[src/rtl/fsort_pkg.sv]
package fsort_pkg;

    localparam int DEPTH = 64;
    localparam int IDX_W = 6;
    localparam int CNT_W = 7;

    typedef struct packed {
        logic [15:0] value;
        logic        last;
    } in_t;

    typedef struct packed {
        logic [15:0] value_res;
        logic        last_res;
    } out_t;

    typedef struct packed {
        logic [CNT_W-1:0] count;
        logic [IDX_W-1:0] pos;
    } meta_t;

    typedef enum logic [7:0] {
        ST_IDLE   = 8'b0000_0001,
        ST_LREAD  = 8'b0000_0010,
        ST_LCMP   = 8'b0000_0100,
        ST_INSERT = 8'b0000_1000,
        ST_SREAD  = 8'b0001_0000,
        ST_SCMP   = 8'b0010_0000,
        ST_EMIT   = 8'b0100_0000,
        ST_FINISH = 8'b1000_0000
    } state_t;

endpackage

[src/rtl/fsort_table.sv]
module fsort_table import fsort_pkg::*; #(
    parameter int VB = 16
) (
    input  logic             aclk,
    input  logic             we,
    input  logic [IDX_W-1:0] waddr,
    input  logic [VB-1:0]    wvalue,
    input  meta_t            wmeta,
    input  logic [IDX_W-1:0] raddr,
    output logic [VB-1:0]    rvalue,
    output meta_t            rmeta
);

    logic [VB-1:0] value_mem [DEPTH];
    meta_t         meta_mem  [DEPTH];

    always_ff @(posedge aclk) begin
        if (we) begin
            value_mem[waddr] <= wvalue;
            meta_mem[waddr]  <= wmeta;
        end
        rvalue <= value_mem[raddr];
        rmeta  <= meta_mem[raddr];
    end

endmodule

[src/rtl/fsort_rank.sv]
module fsort_rank import fsort_pkg::*; (
    input  meta_t a,
    input  meta_t b,
    output logic  higher
);

    // more occurrences first, then earlier first appearance
    always_comb begin
        if (a.count != b.count) higher = (a.count > b.count);
        else                    higher = (a.pos < b.pos);
    end

endmodule

[src/rtl/frequency_sort.sv]
// frequency_sort: sorts a list of values by how often each one occurs.
// Input channel s_valid/s_ready/s_data carries one value per transfer, with
// s_data.last on the final value of the list. Only the first MAX_ITEMS values
// are counted; later ones are dropped, but a marked one still ends the list.
// Each value is looked up in a 64-entry table, one entry at a time through
// a read state and a compare state; a repeated value stops at its match,
// a new one is appended after the last entry, and a dropped one is not stored.
// After the last value a single compare unit scans the table once per
// distinct value to pick the next best entry (highest count, then earliest
// first appearance), plus one final scan that finds nothing. The chosen
// entry is emitted, then written back with a zero count, and a finish state
// clears the counts. Results leave on m_valid/m_ready/m_data, each value once
// per occurrence, m_data.last_res on the final one. The output register
// holds while m_ready is low and the sequencer waits for it.
// s_ready is high only while the sequencer idles; the next list may start
// while the final result still waits. Reset (aresetn low, synchronous)
// empties the table at once through its fill count; no clearing pass.
module frequency_sort import fsort_pkg::*; #(
    parameter int MAX_ITEMS  = 64,
    parameter int VALUE_BITS = 16
) (
    input  logic aclk,
    input  logic aresetn,
    input  logic s_valid,
    output logic s_ready,
    input  in_t  s_data,
    output logic m_valid,
    input  logic m_ready,
    output out_t m_data
);

    localparam logic [CNT_W-1:0] MAX_C = CNT_W'(MAX_ITEMS);

    state_t state_reg, state_next;
    logic [CNT_W-1:0] total_reg, total_next;
    logic [CNT_W-1:0] items_reg, items_next;
    logic [CNT_W-1:0] produced_reg, produced_next;
    logic [CNT_W-1:0] rep_reg, rep_next;
    logic [IDX_W-1:0] idx_reg, idx_next;
    logic [IDX_W-1:0] best_idx_reg, best_idx_next;
    logic             best_valid_reg, best_valid_next;
    logic [VALUE_BITS-1:0] best_value_reg, best_value_next;
    meta_t            best_meta_reg, best_meta_next;
    logic [VALUE_BITS-1:0] val_reg, val_next;
    logic             last_reg, last_next;
    logic             m_valid_reg, m_valid_next;
    out_t             m_data_reg, m_data_next;

    logic                  we;
    logic [IDX_W-1:0]      waddr;
    logic [VALUE_BITS-1:0] wvalue;
    meta_t                 wmeta;
    logic [VALUE_BITS-1:0] rvalue;
    meta_t                 rmeta;
    logic                  higher;
    logic                  take;
    logic                  at_end;
    logic                  can_load;
    logic [47:0]           in_wide;
    logic [47:0]           out_wide;

    fsort_table #(.VB(VALUE_BITS)) u_table (
        .aclk   (aclk),
        .we     (we),
        .waddr  (waddr),
        .wvalue (wvalue),
        .wmeta  (wmeta),
        .raddr  (idx_reg),
        .rvalue (rvalue),
        .rmeta  (rmeta)
    );

    fsort_rank u_rank (
        .a      (rmeta),
        .b      (best_meta_reg),
        .higher (higher)
    );

    assign s_ready  = (state_reg == ST_IDLE);
    assign m_valid  = m_valid_reg;
    assign m_data   = m_data_reg;
    assign in_wide  = {32'd0, s_data.value};
    assign out_wide = 48'(best_value_reg);
    assign at_end   = ({1'b0, idx_reg} + 1'b1) == total_reg;
    assign take     = (rmeta.count != '0) && (!best_valid_reg || higher);
    assign can_load = !m_valid_reg || m_ready;

    always_comb begin
        state_next      = state_reg;
        total_next      = total_reg;
        items_next      = items_reg;
        produced_next   = produced_reg;
        rep_next        = rep_reg;
        idx_next        = idx_reg;
        best_idx_next   = best_idx_reg;
        best_valid_next = best_valid_reg;
        best_value_next = best_value_reg;
        best_meta_next  = best_meta_reg;
        val_next        = val_reg;
        last_next       = last_reg;
        m_valid_next    = m_valid_reg;
        m_data_next     = m_data_reg;
        we              = 1'b0;
        waddr           = idx_reg;
        wvalue          = val_reg;
        wmeta           = rmeta;

        if (m_valid_reg && m_ready) m_valid_next = 1'b0;

        unique case (state_reg)
            ST_IDLE: begin
                if (s_valid) begin
                    val_next  = in_wide[VALUE_BITS-1:0];
                    last_next = s_data.last;
                    idx_next  = '0;
                    best_valid_next = 1'b0;
                    if (items_reg < MAX_C) begin
                        state_next = (total_reg == '0) ? ST_INSERT : ST_LREAD;
                    end else if (s_data.last) begin
                        state_next = ST_SREAD;
                    end
                end
            end
            ST_LREAD: state_next = ST_LCMP;
            ST_LCMP: begin
                if (rvalue == val_reg) begin
                    we          = 1'b1;
                    wvalue      = rvalue;
                    wmeta.count = rmeta.count + 1'b1;
                    items_next  = items_reg + 1'b1;
                    idx_next    = '0;
                    state_next  = last_reg ? ST_SREAD : ST_IDLE;
                end else if (at_end) begin
                    state_next = ST_INSERT;
                end else begin
                    idx_next   = idx_reg + 1'b1;
                    state_next = ST_LREAD;
                end
            end
            ST_INSERT: begin
                we          = 1'b1;
                waddr       = total_reg[IDX_W-1:0];
                wmeta.count = CNT_W'(1);
                wmeta.pos   = items_reg[IDX_W-1:0];
                total_next  = total_reg + 1'b1;
                items_next  = items_reg + 1'b1;
                idx_next    = '0;
                state_next  = last_reg ? ST_SREAD : ST_IDLE;
            end
            ST_SREAD: state_next = ST_SCMP;
            ST_SCMP: begin
                if (take) begin
                    best_valid_next = 1'b1;
                    best_idx_next   = idx_reg;
                    best_value_next = rvalue;
                    best_meta_next  = rmeta;
                end
                if (at_end) begin
                    rep_next   = '0;
                    state_next = (best_valid_reg || take) ? ST_EMIT : ST_FINISH;
                end else begin
                    idx_next   = idx_reg + 1'b1;
                    state_next = ST_SREAD;
                end
            end
            ST_EMIT: begin
                if (rep_reg == best_meta_reg.count) begin
                    // entry done: a zero count marks it as already emitted
                    we              = 1'b1;
                    waddr           = best_idx_reg;
                    wvalue          = best_value_reg;
                    wmeta           = best_meta_reg;
                    wmeta.count     = '0;
                    idx_next        = '0;
                    best_valid_next = 1'b0;
                    state_next      = ST_SREAD;
                end else if (can_load) begin
                    m_valid_next         = 1'b1;
                    m_data_next.value_res = out_wide[15:0];
                    m_data_next.last_res = (produced_reg + 1'b1) == items_reg;
                    rep_next             = rep_reg + 1'b1;
                    produced_next        = produced_reg + 1'b1;
                end
            end
            ST_FINISH: begin
                total_next    = '0;
                items_next    = '0;
                produced_next = '0;
                state_next    = ST_IDLE;
            end
            default: state_next = ST_IDLE;
        endcase
    end

    always_ff @(posedge aclk) begin
        if (!aresetn) begin
            state_reg    <= ST_IDLE;
            total_reg    <= '0;
            items_reg    <= '0;
            produced_reg <= '0;
            m_valid_reg  <= 1'b0;
        end else begin
            state_reg    <= state_next;
            total_reg    <= total_next;
            items_reg    <= items_next;
            produced_reg <= produced_next;
            m_valid_reg  <= m_valid_next;
        end
    end

    always_ff @(posedge aclk) begin
        rep_reg        <= rep_next;
        idx_reg        <= idx_next;
        best_idx_reg   <= best_idx_next;
        best_valid_reg <= best_valid_next;
        best_value_reg <= best_value_next;
        best_meta_reg  <= best_meta_next;
        val_reg        <= val_next;
        last_reg       <= last_next;
        m_data_reg     <= m_data_next;
    end

    a_total_le_items: assert property (@(posedge aclk) disable iff (!aresetn)
        total_reg <= items_reg)
        else $error("distinct count exceeds item count");

    a_produced_le_items: assert property (@(posedge aclk) disable iff (!aresetn)
        produced_reg <= items_reg)
        else $error("more results than stored items");

    a_finish_all_out: assert property (@(posedge aclk) disable iff (!aresetn)
        state_reg == ST_FINISH |-> produced_reg == items_reg)
        else $error("list finished with results missing");

    a_ready_idle: assert property (@(posedge aclk) disable iff (!aresetn)
        s_valid && s_ready && items_reg < MAX_C |=> state_reg != ST_IDLE)
        else $error("stored transfer did not start a lookup");

endmodule
[config.mk]
export PLATFORM = sky130hd
export DESIGN_NAME = frequency_sort
export DESIGN_NICKNAME = d
export VERILOG_FILES = /design/src/rtl/fsort_pkg.sv /design/src/rtl/fsort_table.sv /design/src/rtl/fsort_rank.sv /design/src/rtl/frequency_sort.sv
export SDC_FILE = /design/constraint.sdc
export NUM_CORES = 2
export LEC_CHECK = 0
export ABC_AREA = 1
export BUFFER_PORTS_ARGS = -buffer_cell sky130_fd_sc_hd__buf_2
export CAP_MARGIN = 10
export CORE_ASPECT_RATIO = 0.5
export CORE_UTILIZATION = 30
export CTS_CLUSTER_SIZE = 12
export DETAILED_ROUTE_END_ITERATION = 12
export SYNTH_ARGS = -nofsm -noshare
export SYNTH_HDL_FRONTEND = slang
export SYNTH_SLANG_ARGS = --single-unit
[constraint.sdc]
create_clock -name aclk -period 4.4 [get_ports aclk]
set_clock_uncertainty 0.1 [all_clocks]
set_input_delay 0.22 -clock aclk [delete_from_list [all_inputs] [get_ports aclk]]
set_output_delay 0.22 -clock aclk [all_outputs]
set_load 0.005 [all_outputs]
-- Word level (Yosys, flattened, before mapping)
Memory sizes are Yosys's and may differ from the RTL's. A register that Yosys moved wholly into a read port is not among the register bits.
Index checks and enable logic that the tools add are counted.
- bitwise operators: 1
- magnitude comparators: 3
- muxes and demuxes: 49
- add/subtract/negate cells: 7
- reduce and logical (&&, ||, !) cells: 24
- equal/unequal tests: 21
- operators with widths (operator ; count):
    8-bit 2-to-1 mux ; 7
    8-bit case mux with 7 select lines ; 1
    7-bit 2-to-1 mux ; 7
    7-bit case mux with 2 select lines ; 3
    7-bit case mux with 3 select lines ; 2
    7-bit by 1-bit adder with 7-bit output (second input constant) ; 5
    16-bit 2-to-1 mux ; 2
    16-bit case mux with 2 select lines ; 1
    6-bit 2-to-1 mux ; 5
    6-bit case mux with 5 select lines ; 1
    6-bit case mux with 2 select lines ; 2
    7-bit equality test ; 3
    16-bit equality test ; 1
    2-bit inequality test (second input constant) ; 7
    13-bit 2-to-1 mux ; 1
    1-bit 2-to-1 mux ; 12
    3-bit AND reduction ; 4
    8-bit by 1-bit equality test with 1-bit output (second input constant) ; 1
    8-bit by 2-bit equality test with 1-bit output (second input constant) ; 1
    8-bit by 3-bit equality test with 1-bit output (second input constant) ; 1
    8-bit by 4-bit equality test with 1-bit output (second input constant) ; 1
    8-bit by 5-bit equality test with 1-bit output (second input constant) ; 1
    8-bit by 6-bit equality test with 1-bit output (second input constant) ; 1
    8-bit by 7-bit equality test with 1-bit output (second input constant) ; 1
    other kinds (22) ; 34
- logic and storage cells: 123
- memories kept: 2
- input bits: 21
- output and inout bits: 19
- flip-flop bits (word level): 113
- memory bits (writable): 1856
- memory list (memory ; depth ; width ; read ports ; clocked after Yosys merged registers in ; write ports ; line ; source):
    u_table.value_mem ; 64 ; 16 ; 1 ; 1 ; 1 ; fsort_table.sv:14 ; logic [VB-1:0] value_mem [DEPTH];
    u_table.meta_mem ; 64 ; 13 ; 1 ; 1 ; 1 ; fsort_table.sv:15 ; meta_t meta_mem [DEPTH];

-- Logic depth before layout (Yosys ltp)
- depth in word-level cells: 8
- gate-level depth with buffers: 15
- gate-level depth less buffers: 14

-- Cells and area by module
Synthesis repeated with hierarchy kept, for this count alone.
- cells, all modules: 7050
- area total of the unflattened synthesis: 81847.2 um2
- modules (own cells, without submodules) (module ; sequential area each (um2) ; area an instance (um2) ; cells each ; instances):
    fsort_table ; 56314.0 ; 75573.7 ; 6296 ; 1
    frequency_sort ; 3093.0 ; 5911.9 ; 690 ; 1
    fsort_rank ; 0.0 ; 361.6 ; 64 ; 1

-- Worst setup path after synthesis
No wires, ideal clock.
- path kind: register to register
- from: register state_reg[0]
- to: memory u_table.meta_mem[0][11] in the netlist's numbering (data pin)
- stages on the path, launching flop included: 10
- required time: 3.599 ns
- buffers on the path: 0
- library setup time: 0.701 ns
- data arrival time: 3.772 ns
- slack: -0.174 ns
- clock period less this slack: 4.574 ns
- cell sequence: dfxtp_1 -> nor2_4 -> inv_1 -> nor3_1 -> nand2_1 -> inv_2 -> nand3_1 -> inv_2 -> nand2_1 -> o21ai_0
- RTL lines (element ; line ; source):
    start, declared ; frequency_sort.sv:34 ; state_t state_reg, state_next;
    start signal, assigned ; frequency_sort.sv:203 ; state_reg <= state_next;
    end, declared ; fsort_table.sv:15 ;

-- Worst setup path after layout
- from: register state_reg[7]
- to: memory u_table.value_mem[26][15] (enable)
- longest elaborated chain between the ends: 4
- elaborated cells on any way between the ends: 7
- classes of those cells: eq/ne: 3; mux: 4
- RTL lines (element ; line ; source):
    8-bit by 7-bit equality test with 1-bit output, or another cell as far along ; frequency_sort.sv:110 ; unique case (state_reg)
    1-bit case mux with 3 select lines ; frequency_sort.sv:110 ;
    1-bit 2-to-1 mux ; fsort_table.sv:18 ; if (we) begin
    1-bit 2-to-1 mux (not written as such) ; fsort_table.sv:19 ; value_mem[waddr] <= wvalue;
    end, declared ; fsort_table.sv:14 ;
Parallel ways exist; a longest one is shown, timed or not.

==> flow_metrics.env <==
export IMPL_post_synth_top_area_fraction=0.7311
export IMPL_leak_pwr_nw=29.59
export IMPL_grt_max_degree=156
export IMPL_crit_path_dat_ns=4.13
export IMPL_p_int_mw=36.99
export IMPL_detailed_routing_iterations_pass_1=6
export IMPL_worst_setup_path_type="reg -> reg"
export IMPL_cts_tree="yes"
export IMPL_finalWeightedCongestion=0.8736
export IMPL_number_of_flops_mapped_to_enable_cells_by_yosys=1939
export IMPL_clock_latency_ns=0.85
export IMPL_max_cap_violations=0
export IMPL_finalSetupTns_ns=0
export IMPL_grt_antenna_before_repair=17
export IMPL_place_detailed_hpwl_mm=130.7
export IMPL_nFillCells=25340
export IMPL_power_switching_fraction=0.3888
export IMPL_drc_errors=0
export IMPL_die_span_in_y_um=366.3
export IMPL_area_delta_synth_final_pct=15.02
export IMPL_fin_ws_ns=0.6699
export IMPL_numPortBuffers=39
export IMPL_switchingPower_mw=23.53
export IMPL_routed_via_count=52900
export IMPL_synthCells=6393
export IMPL_grt_first_pass_wirelength_mm=340.1
export IMPL_synthesis_nets=6434
export IMPL_grt_pass1_vias=49290
export IMPL_routed_wire_length_per_instance_um=23.37
export IMPL_avgViaCountPerCell=5.232
export IMPL_routed_wl_mm=236.3
export IMPL_run_status="complete, no violations"
export IMPL_core_area_mm2=0.2634
export IMPL_async_reset_ff_frac=0
export IMPL_synth_area_mm2=0.07964
export IMPL_hold_violations=0
export IMPL_p_comb_frac=0.355
export IMPL_antenna_left=0
export IMPL_clkPwrFrac=0.256
export IMPL_final_min_period_over_clock_period=0.8478
export IMPL_hp_class="in -> reg"
export IMPL_synth_top_cells_by_count="1939 x edfxtp_1, 1245 x nor2_1, 1044 x o21ai_0"
export IMPL_pwr_density_cell_mw_per_mm2=660.7
export IMPL_gr_total_overflow=0
export IMPL_worstPathMaxFanout=19
export IMPL_instances_no_fill=10110
export IMPL_cp_start_kind="flip-flop"
export IMPL_synth_top_cell_by_area="edfxtp_1"
export IMPL_floorplan_io_pins=40
export IMPL_yosys_top_cells_area="edfxtp_1 73%, o21ai_0 6.6%, nor2_1 5.9%"
export IMPL_dieArea_mm2=0.2677
export IMPL_synth_most_common_cell="edfxtp_1"
export IMPL_cts_sinks=1998
export IMPL_achievable_frequency_mhz=268.1
export IMPL_share_seq_of_total_power=0.389
export IMPL_yosysWarningCount=0
export IMPL_max_clock_path_buffers=3
export IMPL_peakVddDrop_uv=661.7
export IMPL_nNetsFinal=6520
export IMPL_worst_slew_pin_slew_ns=1.259
export IMPL_grt_setup_unrepaired="no"
export IMPL_relative_slew_slack=0.1584
export IMPL_pre_cts_slack_ns=0.7055
export IMPL_synth_ff_latch_count=1998
export IMPL_cts_root_buf="clkbuf_16"
export IMPL_chipWidth_um=730.7
export IMPL_start_util=0.3023
export IMPL_cts_reportedPaths_clkPinSlew_ns=0.06
export IMPL_synth_cell_type_count=41
export IMPL_cp_data_required_time_ns=4.80
export IMPL_ys_flop_type="edfxtp_1"
export IMPL_gr_usage_all_layers=0.1706
export IMPL_critical_path_endpoint_type="flip-flop"
export IMPL_placed_cells_incl_taps=9754
export IMPL_drive_above_1_share=0.09721
export IMPL_postCtsSetupBuffers=0
export IMPL_drt_iter0_markers=6680
export IMPL_htree_num_levels=4
export IMPL_synth_seq_area_share=0.7459
export IMPL_finalSetupViolations=0
export IMPL_largest_reg_flops=1024
export IMPL_maxSlewViolCount=0
export IMPL_core_rowCount=133
export IMPL_numCtsBuffers=196
export IMPL_syn_mean_instance_area_um2=12.46
export IMPL_final_min_clock_period_ns=3.730
==> through the flow <==
stage	util	total power [mW]	hold WS (ns)	area, um^2
after floorplan	-	35.55	0.2041	79640
after global placement	0.3247	44.87	0.3254	85530
after detailed placement	0.3247	45.04	0.3242	85530
after CTS	0.3477	60.39	0.0006348	91590
after global routing	0.3477	62.94	0.02696	91590
final	0.3478	60.52	0.06315	91610
==> worst paths after layout <==
kind | from | to | slack, ns | cells after the start
worst max register to register | state_reg[7] | u_table.value_mem[26][15] | 0.67 | 12
worst max-delay path | state_reg[7] | u_table.value_mem[26][15] | 0.67 | 12
worst min register to register | u_table.rmeta[0] | best_meta_reg[0] | 0.35 | 0
worst min-delay path | s_data[16] | val_reg[15] | 0.06 | 2
==> power groups by stage <==
stage                     sequential [mW]  clock [mW]  combinational [mW]
after global placement               23.9           0                20.9
after global routing                 23.6        16.4                23.0
after floorplan                      24.0           0                11.6
after CTS                            23.6        15.7                21.2
after detailed placement             24.0           0                21.1
final                                23.6        15.5                21.5
==> cell families after synthesis <==
| logic type | Yosys count | share of synthesized area |
|---|---|---|
| simple gates | 2088 | 0.1034 |
| flops | 1998 | 0.7459 |
| xor+xnor | 20 | 0.002199 |
| buf+inv | 527 | 0.02763 |
| fa+ha+maj | 20 | 0.003142 |
| compound gates | 1740 | 0.1177 |
==> critical path, cell delays in order (launching register included) <==
cell and delay (ns):
dfxtp_1 0.31, nor2_1 0.17, nand2_1 0.10, inv_2 0.09
nand4_2 0.44, inv_2 0.44, nand2_1 0.12, nand2_1 0.09
nor2_1 0.07, nor2_1 0.17, nand2_2 0.42, nor2_4 0.59
buf_12 0.27
==> per-layer routing <==
layer	global-route usage	routed length, um	vias to the layer above
met4	0.05833	7871	10
met5	0	58	-
met3	0.03638	22620	373
met1	0.2382	99520	26620
li1	-	-	23460
met2	0.2636	106200	2424
==> what timing repair did <==
action	4_1_cts	5_1_grt
hold endpoints to repair	79	0
hold buffers	37	0
endpoints found under the setup margin	0	0
gates resized for setup	0	0
==> cell usage in the layout (no fill, tap or decap), types with 9 or more instances in the layout <==
cell type,n
edfxtp_1,1939
nor2_1,1180
o21ai_0,1041
nand2_1,645
o22ai_1,465
clkbuf_16,198
buf_4,167
a21oi_1,122
nand3_1,107
inv_1,97
o21ai_1,74
nor2_4,71
clkbuf_1,64
dfxtp_1,59
buf_12,56
buf_2,39
dlygate4sd3_1,37
nand2_2,29
ha_1,20
clkinv_1,19
a22oi_1,17
inv_2,16
nand4_1,16
xor2_1,14
nor3_1,13
clkbuf_8,11
nand3_2,9
==> final cells by class <==
| cell class | instances | area [um^2] | share of cell area |
|---|---|---|---|
| Sequential cell | 1998 | 59410 | 0.6485 |
| Multi-Input combinational cell | 3868 | 18700 | 0.2041 |
| Clock buffer | 273 | 5346 | 0.05836 |
| Tap cell | 3510 | 4392 | 0.04794 |
| Timing Repair Buffer | 299 | 2940 | 0.03210 |
| Inverter | 116 | 457.9 | 0.004999 |
| Clock inverter | 40 | 350.3 | 0.003824 |
| Antenna cell | 5 | 12.51 | 0.0001366 |
No activity file was read; power rests on OpenSTA's default activity.
